`src/peer_liveness_tracker_assert.svh`:
```
`ifndef PEER_LIVENESS_TRACKER_ASSERT_SVH
`define PEER_LIVENESS_TRACKER_ASSERT_SVH

// same-cycle implication, checked outside reset
`define PLT_ASSERT_NOW(label, ante, cons) \
    label: assert property (@(posedge clk) disable iff (!rst_n) (ante) |-> (cons)) \
        else $error("plt assertion failed");

// next-cycle implication, checked outside reset
`define PLT_ASSERT_NEXT(label, ante, cons) \
    label: assert property (@(posedge clk) disable iff (!rst_n) (ante) |=> (cons)) \
        else $error("plt assertion failed");

`endif

```
`src/plt_ram.sv`:
```
module plt_ram
#(
    parameter int WIDTH = 8,
    parameter int DEPTH = 16
)
(
    input  logic                     clk,
    input  logic                     we,
    input  logic [$clog2(DEPTH)-1:0] waddr,
    input  logic [WIDTH-1:0]         wdata,
    input  logic [$clog2(DEPTH)-1:0] raddr,
    output logic [WIDTH-1:0]         rdata
);

    logic [WIDTH-1:0] mem [DEPTH];

    always_ff @(posedge clk)
    begin
        if (we)
        begin
            mem[waddr] <= wdata;
        end
        rdata <= mem[raddr];
    end

endmodule

```
`config.mk`:
```
export PLATFORM = sky130hd
export DESIGN_NAME = plt_ram
export DESIGN_NICKNAME = d
export VERILOG_FILES = /design/src/peer_liveness_tracker_assert.svh /design/src/plt_ram.sv
export SDC_FILE = /design/constraint.sdc
export NUM_CORES = 1
export LEC_CHECK = 0
export BUFFER_PORTS_ARGS = -buffer_cell sky130_fd_sc_hd__buf_2
export CORE_MARGIN = 4
export CORE_UTILIZATION = 45
export DETAILED_ROUTE_END_ITERATION = 10
export GPL_TIMING_DRIVEN = 0
export PLACE_DENSITY = 0.64
export SETUP_SLACK_MARGIN = 0.1
export SLEW_MARGIN = 20
export SYNTH_ARGS = -nofsm -noshare
export SYNTH_HDL_FRONTEND = slang
export SYNTH_SLANG_ARGS = --single-unit
```
`constraint.sdc`:
```
create_clock -name clk -period 5.37 [get_ports clk]
set_input_delay 1.074 -clock clk [delete_from_list [all_inputs] [get_ports clk]]
set_output_delay 1.074 -clock clk [all_outputs]
set_load 0.05 [all_outputs]
```
==> results of run 1 <==
==> path summary, 6_finish.rpt <==
check | start | to | slack, ns | depth (start not counted)
hold / removal | mem[8][1] | rdata[1] | 0.68 | 3
setup / recovery | waddr[2] | mem[1][2] | 3.03 | 3
setup reg to reg | mem[3][7] | rdata[7] | 3.95 | 3
hold reg to reg | mem[8][1] | rdata[1] | 0.68 | 3
==> cells by family (layout without fill, tap and decap cells) <==
group,count (synthesis),in the layout,synth area share (%)
buf+inv,10,66,1.68
simple gates,35,35,3.18
flops,136,136,77.8
compound gates,16,16,2.33
mux,32,32,15.0
==> power by group through the flow <==
| stage | combinational [W] | sequential (W) | clock, W |
|---|---|---|---|
| final | 0.000136 | 0.00119 | 0.00110 |
| after global routing | 0.000146 | 0.00119 | 0.00117 |
| after CTS | 0.000138 | 0.00119 | 0.00111 |
| after detailed placement | 0.000138 | 0.00121 | 0 |
| after global placement | 0.000135 | 0.00121 | 0 |
| after floorplan | 0.0000602 | 0.00124 | 0 |
==> metrics by stage <==
stage	area (um2)	hold slack, ns	utilization (%)	worst slack [ns]
5_1_grt	6030	0.719	54.7	2.93
2_1_floorplan	5150	0.629	-	2.80
6_report	6030	0.678	54.7	3.03
4_1_cts	6030	0.684	54.7	3.02
3_3_place_gp	5440	0.662	49.3	2.27
3_5_place_dp	5460	0.672	49.5	2.59
==> final cells by class <==
| cell class | instances | area share (%) |
|---|---|---|
| sequential | 136 | 66.4 |
| multi-input combinational | 83 | 17.9 |
| clock buffer | 21 | 7.64 |
| tap | 140 | 2.91 |
| timing repair buffer | 24 | 1.99 |
| clock inverter | 11 | 1.74 |
| buffer | 10 | 1.43 |
==> metal layers <==
metal	vias up	track usage, %
li1	1059	-
met1	1212	21.3
met2	63	24.4
met3	16	4.63
met4	0	5.87
met5	-	0
==> cells in the mapped netlist <==
library cell	instances	area [um2]
edfxtp_1	128	3840
mux4_2	18	405
a22oi_1	16	120
mux4_1	14	368
nor2_1	13	48.8
nand2_1	9	33.8
dfxtp_1	8	160
nor3_1	4	20.0
buf_2	3	15.0
buf_6	3	33.8
clkdlybuf4s25_2	3	30.0
nand2b_1	2	12.5
nand3b_1	2	15.0
and2_1	1	6.26
and2b_1	1	7.51
buf_4	1	7.51
nand3_1	1	5.00
nor2b_1	1	6.26
or3b_2	1	8.76
==> critical path, cell delays in order <==
cell	delay, ns
buf_2	0.11
or3b_2	0.55
nor2_1	0.63
==> sequential cells by signal, summed over array words and instances, names as in the netlist <==
register,count
mem,128
rdata,8
==> results by group, run 1 <==
Layout
  – Most frequent cells in the layout: edfxtp_1 (128), buf_2 (27), mux4_2 (18)
  – Area of the multi-input gates: approximately 0.0011 mm2
  – Area growth, synth to finish: 17.1%
  – Fin cells: 425
  – Register Area: between 0.004 and 0.005 mm2
  – Layout cells sized above 1: 30.5%
  – Ant. Diodes: 0
  – Fill count: 840
  – Most common cell after layout, fill and taps aside: edfxtp_1
  – Final nets: 290

STA
  – Final Hold Violating Endpoints: 0
  – Worst-margin pin slew: slightly above 0.8 ns
  – Slew headroom: 46.1%
  – RSZ-0062 raised after global routing: no
  – Setup violations, final: 0
  – Min Tclk post-route: 2.34 ns
  – Layout Skew: 0.00731 ns
  – FMAX: roughly 0.43 GHz
  – Slew Limit Fails: 0
  – Period Utilization, post-route: 43.5%
  – Fin Setup TNS: 0 ns

Floorplanning
  – Die Y: approximately 110 um
  – Area of the core: ~0.011 mm2
  – Io pins: 26
  – Total Die Area: between 0.01 and 0.015 mm2
  – Starting density of the core: between 40% and 50%
  – Placement row count: 38
  – Die extent in x: ~110 um

Clock tree
  – Deepest clock path buffer count: 2
  – CTS tree: built
  – Clock slew at reported path FFs: ~0.050 ns
  – CTS root buf: clkbuf_16
  – H-tree depth: 4
  – CTS sink cnt: about 140
  – Hold_buf cts: 0
  – Resized cells post-CTS: 0
  – CTS buffer count: 17
  – Setup Fix Bufs, Post-CTS: 0
  – Clk_lat worst skew: 0.41 ns

Routing
  – Routed Antenna Nets: 0
  – First DRT Iteration DRCs: ~190
  – M1 WL: ~4200 um
  – DRC viols: 0
  – Via count: roughly 2.4k
  – Met3 WL: 438 um
  – Drt pass-1 iters: 4
  – DRT Wirelength: 9390 um
  – Uppermost routed layer: met4
  – Average wire per standard cell: approximately 22 um
  – WL met2: 4580 um
  – Via density: 5.53

Place
  – Number of port buffers: 24
  – Placed insts: between 300 and 400
  – Hpwl dp: 5930 um
  – GP Congestion: approximately 0.7

Power and ir drop
  – Internal: slightly below 0.002 W
  – Cell leakage power: around 2.0 nW
  – VDD IR-drop max: 227 uV
  – Net Sw Frac: 20.3%
  – Comb pwr share: under 10%
  – Flop pwr share: around 50%
  – NetSw: just under 0.0005 W
  – Clock power share: 45.3%
  – Pwr dens: around 400 mW/mm2
  – Total power draw: 0.00243 W

Worst setup path
  – WP data required: about 5.4 ns
  – Crit path max fanout: 8
  – Crit path capture type: register
  – WP data arrival: about 2.4 ns
  – Crit path kind: primary input to register
  – CP startpoint kind: primary input

Logic synthesis
  – Sequential-to-total area share from yosys stat: 77.8%
  – Synth unique cells: 19
  – Flops & latches, synth: between 100 and 150
  – Cells after Synth: between 200 and 250
  – Mapped cell area: 0.00515 mm2
  – Synth Net Count: 247
  – Syn Area/Cell: between 20 and 25 um2
  – YS warnings: 0

Global routing
  – Tot GR Track Use: around 16%
  – First-pass GRT wire length: roughly 14000 um
  – Initial antenna violation count: 0
  – Number of global-route vias before repair: approximately 2.4k
  – Largest net degree at the start of global routing: 17
  – Total grt overflow: 0

Hold path
  – Worst hold path class: register to register

Run
  – Total of max-cap violations: 0

Outcome
  – Result of the run: finished clean
Note: power is estimated with default switching activity, not from simulation.
==> run 2, diff against run 1 <==
Settings changed: PLACE_DENSITY 0.64 to 0.66.
Clock period 5.37 ns to 1.9 ns, I/O delays scaled along.
==> run 2 against run 1 <==
Against the previous run:
- cell count unchanged
- sequential cell count stayed put
- via count is 0.98% higher
- cell area barely moved
- combinational power grew to 2.8 times the previous value
- wire length grew 2.0%
- highest routed layer unchanged
- power rose to 2.8 times the previous value
==> results by group, run 2 (same netlist as run 1, synthesis figures left out) <==
Outcome
  – Result of the run: finished clean

Power and ir drop
  – Clock power share: 45.0% (-0.3 points)
  – NetSw: 0.00143 W (+190%)
  – VDD IR-drop max: 796 uV (+250%)
  – Net Sw Frac: 20.9% (+0.52 points)
  – Cell leakage power: 2.01 nW (-1.3%)
  – Pwr dens: 1130 mW/mm2 (+180%)
  – Comb pwr share: 5.7% (about the same)
  – Internal: 0.00541 W (+180%)
  – Flop pwr share: 49.3% (+0.2 points)
  – Total power draw: 0.00683 W (+180%)

Global routing
  – Met1 Use GR: 22.9% (+1.6 points)
  – Total grt overflow: 0 (unchanged)
  – Tot GR Track Use: 16.0% (+0.23 points)
  – Most Crowded Layer GR: met2
  – Initial antenna violation count: 0 (unchanged)
  – Met2 Usage GRT: 23.1% (-1.3 points)
  – Number of global-route vias before repair: 2361 (-2.1%)
  – Largest net degree at the start of global routing: 17 (unchanged)
  – Met3 Resource Use GR: 4.95% (+0.32 points)
  – First-pass GRT wire length: 14600 um (+1.6%)

Floorplanning
  – Die Y: 115 um (unchanged)
  – Die extent in x: 115 um (unchanged)
  – Io pins: 26 (unchanged)
  – Starting density of the core: 46.7% (unchanged)
  – Placement row count: 38 (unchanged)
  – Total Die Area: 0.0132 mm2 (unchanged)
  – Area of the core: 0.0110 mm2 (unchanged)

STA
  – Setup violations, final: 0 (unchanged)
  – Setup ws final: 0.283 ns (-2.75 ns)
  – RSZ-0062 raised after global routing: no
  – Slew Limit Fails: 0 (unchanged)
  – FMAX: 0.619 GHz
  – Layout Skew: 0.00858 ns (+0.00126 ns)
  – Worst-margin pin slew: 0.795 ns (-0.00951 ns)
  – Min Tclk post-route: around 1.6 ns
  – Period Utilization, post-route: between 80 and 90%
  – Slew headroom: 46.8% (+0.64 points)
  – Hold Worst Slack: 0.367 ns (-0.311 ns)
  – Final Hold Violating Endpoints: 0 (unchanged)

Layout
  – Final nets: 290 (unchanged)
  – Layout Utilization: 54.7% (about the same)
  – Largest reg by FF count: mem
  – Max FFs per register: 128 (unchanged)
  – Most frequent cells in the layout: edfxtp_1 (128), buf_2 (27), mux4_2 (18)
  – Area growth, synth to finish: 17.1% (about the same)
  – Layout cells sized above 1: 30.2% (-0.35 points)
  – Ant. Diodes: 0 (unchanged)
  – Biggest regs: mem: 128 flops, rdata: 8 flops
  – Fin cells: 425 (unchanged)
  – Most common cell after layout, fill and taps aside: edfxtp_1
  – Fill count: 846 (+0.71%)

Routing
  – DRT Wirelength: 9580 um (+2.0%)
  – Drt pass-1 iters: 4 (unchanged)
  – Routed Antenna Nets: 0 (unchanged)
  – Via density: 5.58 (+0.98%)
  – Via count: 2373 (+0.98%)
  – Average wire per standard cell: 22.5 um (+2.0%)
  – First DRT Iteration DRCs: 204 (+7.9%)
  – DRC viols: 0 (unchanged)

Worst setup path
  – CP startpoint kind: primary input
  – Delay-heaviest family, CP: simple AND/OR/NAND/NOR gates
  – WP data required: 1.93 ns (-3.47 ns)
  – Crit path capture type: register
  – Reg2reg setup slack: 0.50 ns (-3.45 ns)
  – Max stage delay on crit path: 0.63 ns (about the same)
  – Critical Path Slowest Stage Cell: nor2_1
  – End of the worst register-to-register path: rdata[0]
  – Register-to-Register Path Depth: 3 (unchanged)
  – Crit path kind: primary input to register
  – CP Cell Sequence: buf_2, or3b_2, nor2_1
  – Reg2Reg Launch Point: mem[14][0]
  – WP data arrival: 1.65 ns (-0.72 ns)
  – Crit path max fanout: 8 (unchanged)
  – Sum of buffers and inverters on the critical path: 1 (unchanged)

Clock tree
  – Clk_lat worst skew: 0.41 ns (about the same)
  – H-tree depth: 4 (unchanged)
  – Clock slew at reported path FFs: 0.05 ns (about the same)
  – Hold_buf cts: 0 (unchanged)
  – CTS sink cnt: 136 (unchanged)
  – CTS tree: built
  – CTS buffer count: 17 (unchanged)
  – Deepest clock path buffer count: 2 (unchanged)
  – Resized cells post-CTS: 0 (unchanged)
  – CTS root buf: clkbuf_16
  – Setup Fix Bufs, Post-CTS: 0 (unchanged)

Hold path
  – Worst hold path class: primary input to register
  – Hold path endpoint: mem[6][6]
  – Min-Delay Path Depth: 1 (-2)
  – HP Start: wdata[6]

Place
  – Hpwl dp: 6030 um (+1.6%)
  – Placed insts: 393 (unchanged)
  – Pre-CTS setup slack: -0.152 ns (-2.74 ns)
  – Number of port buffers: 24 (unchanged)
  – GP Congestion: 0.708 (-1.7%)

Run
  – Total of max-cap violations: 0 (unchanged)
==> run 2: cell count changes in the layout (fill, tap and decap cells not counted), sizes merged <==
cell | before | now
clkinv | 9 | 6
clkinvlp | 0 | 5
clkbuf | 21 | 19
==> run 2: worst max path at each step <==
stage	cells after the start	start	endpoint	slack [ns]
after global placement	3	waddr[3]	mem[4][0]	-0.26
after floorplan	2	waddr[2]	mem[3][0]	0.25
after global routing	3	waddr[2]	mem[2][3]	0.20
after detailed placement	3	waddr[2]	mem[0][7]	-0.15
final	3	waddr[2]	mem[3][1]	0.28
after CTS	3	waddr[2]	mem[0][1]	0.29
==> run 2: per-stage QoR <==
step / instance area, um2 / setup TNS, ns
after CTS: 6030 / 0
after detailed placement: 5460 / -4.25
after global placement: 5450 / -8.95
after floorplan: 5150 / 0
final: 6030 / 0
after global routing: 6030 / 0
==> run 2: routing by layer <==
metal	up-vias	routed length, um
li1	1062	-
met1	1222	4400
met2	74	4520
met3	15	472
met4	0	189
met5	-	0
==> run 2: power by group through the flow <==
stage	clock network [W]	logic, W	registers (W)
finish	0.00308	0.000386	0.00337
global route	0.00328	0.000413	0.00338
CTS	0.00314	0.000390	0.00337
detailed placement	0	0.000390	0.00343
global placement	0	0.000382	0.00343
floorplan	0	0.000171	0.00350
==> run 2: final cells by class <==
class	instances	area, um2	share of cell area, %
Tap cell	140	175	2.91
Buffer	10	86.3	1.43
Multi-Input combinational cell	83	1080	17.9
Timing Repair Buffer	24	120	1.99
Sequential cell	136	4000	66.4
Clock buffer	19	433	7.18
Clock inverter	13	134	2.22
==> run 2: worst reg2reg max path, delay by kind of cell (launching register included) <==
kind	cells	cell delay, ns
AND/OR/NAND/NOR	1	0.08
multiplexers	1	0.51
AO/OA/AOI/OAI	1	0.31
flip-flops	1	0.38
==> run 3, diff against run 2 <==
Settings changed: MAX_ROUTING_LAYER set to met4.
==> run 3 against run 2 <==
Against the previous run:
- power barely moved
- critical path depth did not move
- critical endpoint is now mem[3][3]
- cell count did not move
- critical path type unchanged
- highest routed layer unchanged
- largest power group unchanged
- clock skew fell by 0.0024 ns
- sequential cell count did not move
- sequential share of layout area did not move
- hold slack barely moved
- core utilization did not move
- maximum frequency barely moved
==> results by group, run 3 (same netlist as run 1, synthesis figures left out) <==
STA
  – Setup ws final: 0.285 ns (+0.00115 ns)
  – Period Utilization, post-route: 85.0% (about the same)
  – Hold Worst Slack: 0.367 ns (-0.000182 ns)
  – Setup violations, final: 0 (unchanged)
  – Min Tclk post-route: 1.62 ns (-0.00115 ns)
  – Slew headroom: 46.6% (-0.17 points)
  – Slew Limit Fails: 0 (unchanged)
  – FMAX: 0.619 GHz (about the same)
  – RSZ-0062 raised after global routing: no
  – Layout Skew: 0.00617 ns (-0.00241 ns)
  – Worst-margin pin slew: 0.798 ns (+0.00250 ns)
  – Final Hold Violating Endpoints: 0 (unchanged)

Floorplanning
  – Area of the core: 0.0110 mm2 (unchanged)
  – Placement row count: 38 (unchanged)
  – Die Y: 115 um (unchanged)
  – Die extent in x: 115 um (unchanged)
  – Total Die Area: 0.0132 mm2 (unchanged)
  – Io pins: 26 (unchanged)
  – Starting density of the core: 46.7% (unchanged)

Worst setup path
  – Max stage delay on crit path: 0.63 ns (about the same)
  – CP startpoint kind: primary input
  – Critical Path Slowest Stage Cell: nor2_1
  – WP data arrival: 1.65 ns (about the same)
  – Sum of buffers and inverters on the critical path: 1 (unchanged)
  – Crit path capture type: register
  – Register-to-Register Path Depth: 3 (unchanged)
  – CP Cell Sequence: buf_2, or3b_2, nor2_1
  – Delay-heaviest family, CP: simple AND/OR/NAND/NOR gates
  – Crit path max fanout: 8 (unchanged)
  – Reg2Reg Launch Point: mem[14][0]
  – Crit path kind: primary input to register
  – Reg2reg setup slack: 0.48 ns (-0.02 ns)
  – End of the worst register-to-register path: rdata[0]
  – Worst Setup SP: waddr[2]
  – WP data required: 1.94 ns (about the same)

Clock tree
  – Deepest clock path buffer count: 2 (unchanged)
  – Resized cells post-CTS: 0 (unchanged)
  – H-tree depth: 4 (unchanged)
  – CTS buffer count: 17 (unchanged)
  – Setup Fix Bufs, Post-CTS: 0 (unchanged)
  – Hold_buf cts: 0 (unchanged)
  – Clock slew at reported path FFs: 0.05 ns (about the same)
  – CTS sink cnt: 136 (unchanged)
  – CTS tree: built
  – CTS root buf: clkbuf_16
  – Clk_lat worst skew: 0.41 ns (about the same)

Place
  – Pre-CTS setup slack: -0.152 ns (unchanged)
  – Number of port buffers: 24 (unchanged)
  – Hpwl dp: 6030 um (unchanged)
  – Placed insts: 393 (unchanged)
  – GP Congestion: 0.716 (+1.1%)

Routing
  – Via count: 2381 (+0.34%)
  – DRC viols: 0 (unchanged)
  – Drt pass-1 iters: 4 (unchanged)
  – DRT Wirelength: 9540 um (-0.46%)
  – Routed Antenna Nets: 0 (unchanged)
  – Average wire per standard cell: 22.4 um (-0.46%)
  – First DRT Iteration DRCs: 192 (-5.9%)
  – Via density: 5.60 (+0.34%)

Layout
  – Layout Utilization: 54.7% (unchanged)
  – Most frequent cells in the layout: edfxtp_1 (128), buf_2 (27), mux4_2 (18)
  – Layout cells sized above 1: 30.2% (unchanged)
  – Final nets: 290 (unchanged)
  – Fill count: 846 (unchanged)
  – Max FFs per register: 128 (unchanged)
  – Area growth, synth to finish: 17.1% (unchanged)
  – Ant. Diodes: 0 (unchanged)
  – Most common cell after layout, fill and taps aside: edfxtp_1
  – Fin cells: 425 (unchanged)
  – Largest reg by FF count: mem
  – Biggest regs: mem: 128 flops, rdata: 8 flops
  – Register Area: 0.00400 mm2 (unchanged)
  – Area of the multi-input gates: 0.00108 mm2 (unchanged)

Outcome
  – Result of the run: finished clean

Hold path
  – Worst hold path class: primary input to register
  – Hold path endpoint: mem[6][6]
  – HP Start: wdata[6]
  – Min-Delay Path Depth: 1 (unchanged)

Global routing
  – Total grt overflow: 0 (unchanged)
  – Initial antenna violation count: 0 (unchanged)
  – Tot GR Track Use: 16.3% (+0.34 points)
  – Number of global-route vias before repair: 2372 (+0.47%)
  – First-pass GRT wire length: 14500 um (-0.61%)
  – Largest net degree at the start of global routing: 17 (unchanged)

Power and ir drop
  – Total power draw: 0.00683 W (about the same)
  – VDD IR-drop max: 789 uV (-0.93%)
  – Cell leakage power: 2.01 nW (unchanged)
  – Pwr dens: 1130 mW/mm2 (about the same)

Run
  – Total of max-cap violations: 0 (unchanged)
==> run 3: final cells by class <==
| class | count | share of cell area, % |
|---|---|---|
| Sequential cell | 136 | 66.4 |
| Multi-Input combinational cell | 83 | 17.9 |
| Clock buffer | 19 | 7.18 |
| Tap cell | 140 | 2.91 |
| Clock inverter | 13 | 2.22 |
| Timing Repair Buffer | 24 | 1.99 |
| Buffer | 10 | 1.43 |
==> run 3: worst max path at each step <==
stage                           end  depth (start not counted)
after global placement    mem[4][0]                          3
after CTS                 mem[0][1]                          3
final                     mem[3][3]                          3
after floorplan           mem[3][0]                          2
after global routing      mem[2][3]                          3
after detailed placement  mem[0][7]                          3
==> run 3: routing by layer <==
metal,track usage [%],wire (um),up-vias
met5,-,0,-
met4,6.34,137,0
met3,4.47,603,12
met2,23.2,4500,90
met1,22.5,4290,1216
li1,-,-,1063
==> run 3: through the flow <==
| step | TNS (ns) | instance area [um2] |
|---|---|---|
| after floorplan | 0 | 5150 |
| after global placement | -8.95 | 5450 |
| after detailed placement | -4.25 | 5460 |
| after CTS | 0 | 6030 |
| after global routing | 0 | 6030 |
| final | 0 | 6030 |
==> run 3: worst reg2reg max path, cell delays in order (launching register included) <==
cell	delay (ns)
edfxtp_1	0.38
mux4_2	0.51
a22oi_1	0.32
nand2_1	0.08
==> run 3: where the power goes <==
part	internal [W]	leakage, nW	switching, W	total [W]
Sequential	0.00336	1.22	0.0000145	0.00337
Clock	0.00192	0.262	0.00116	0.00307
Combinational	0.000134	0.520	0.000252	0.000386
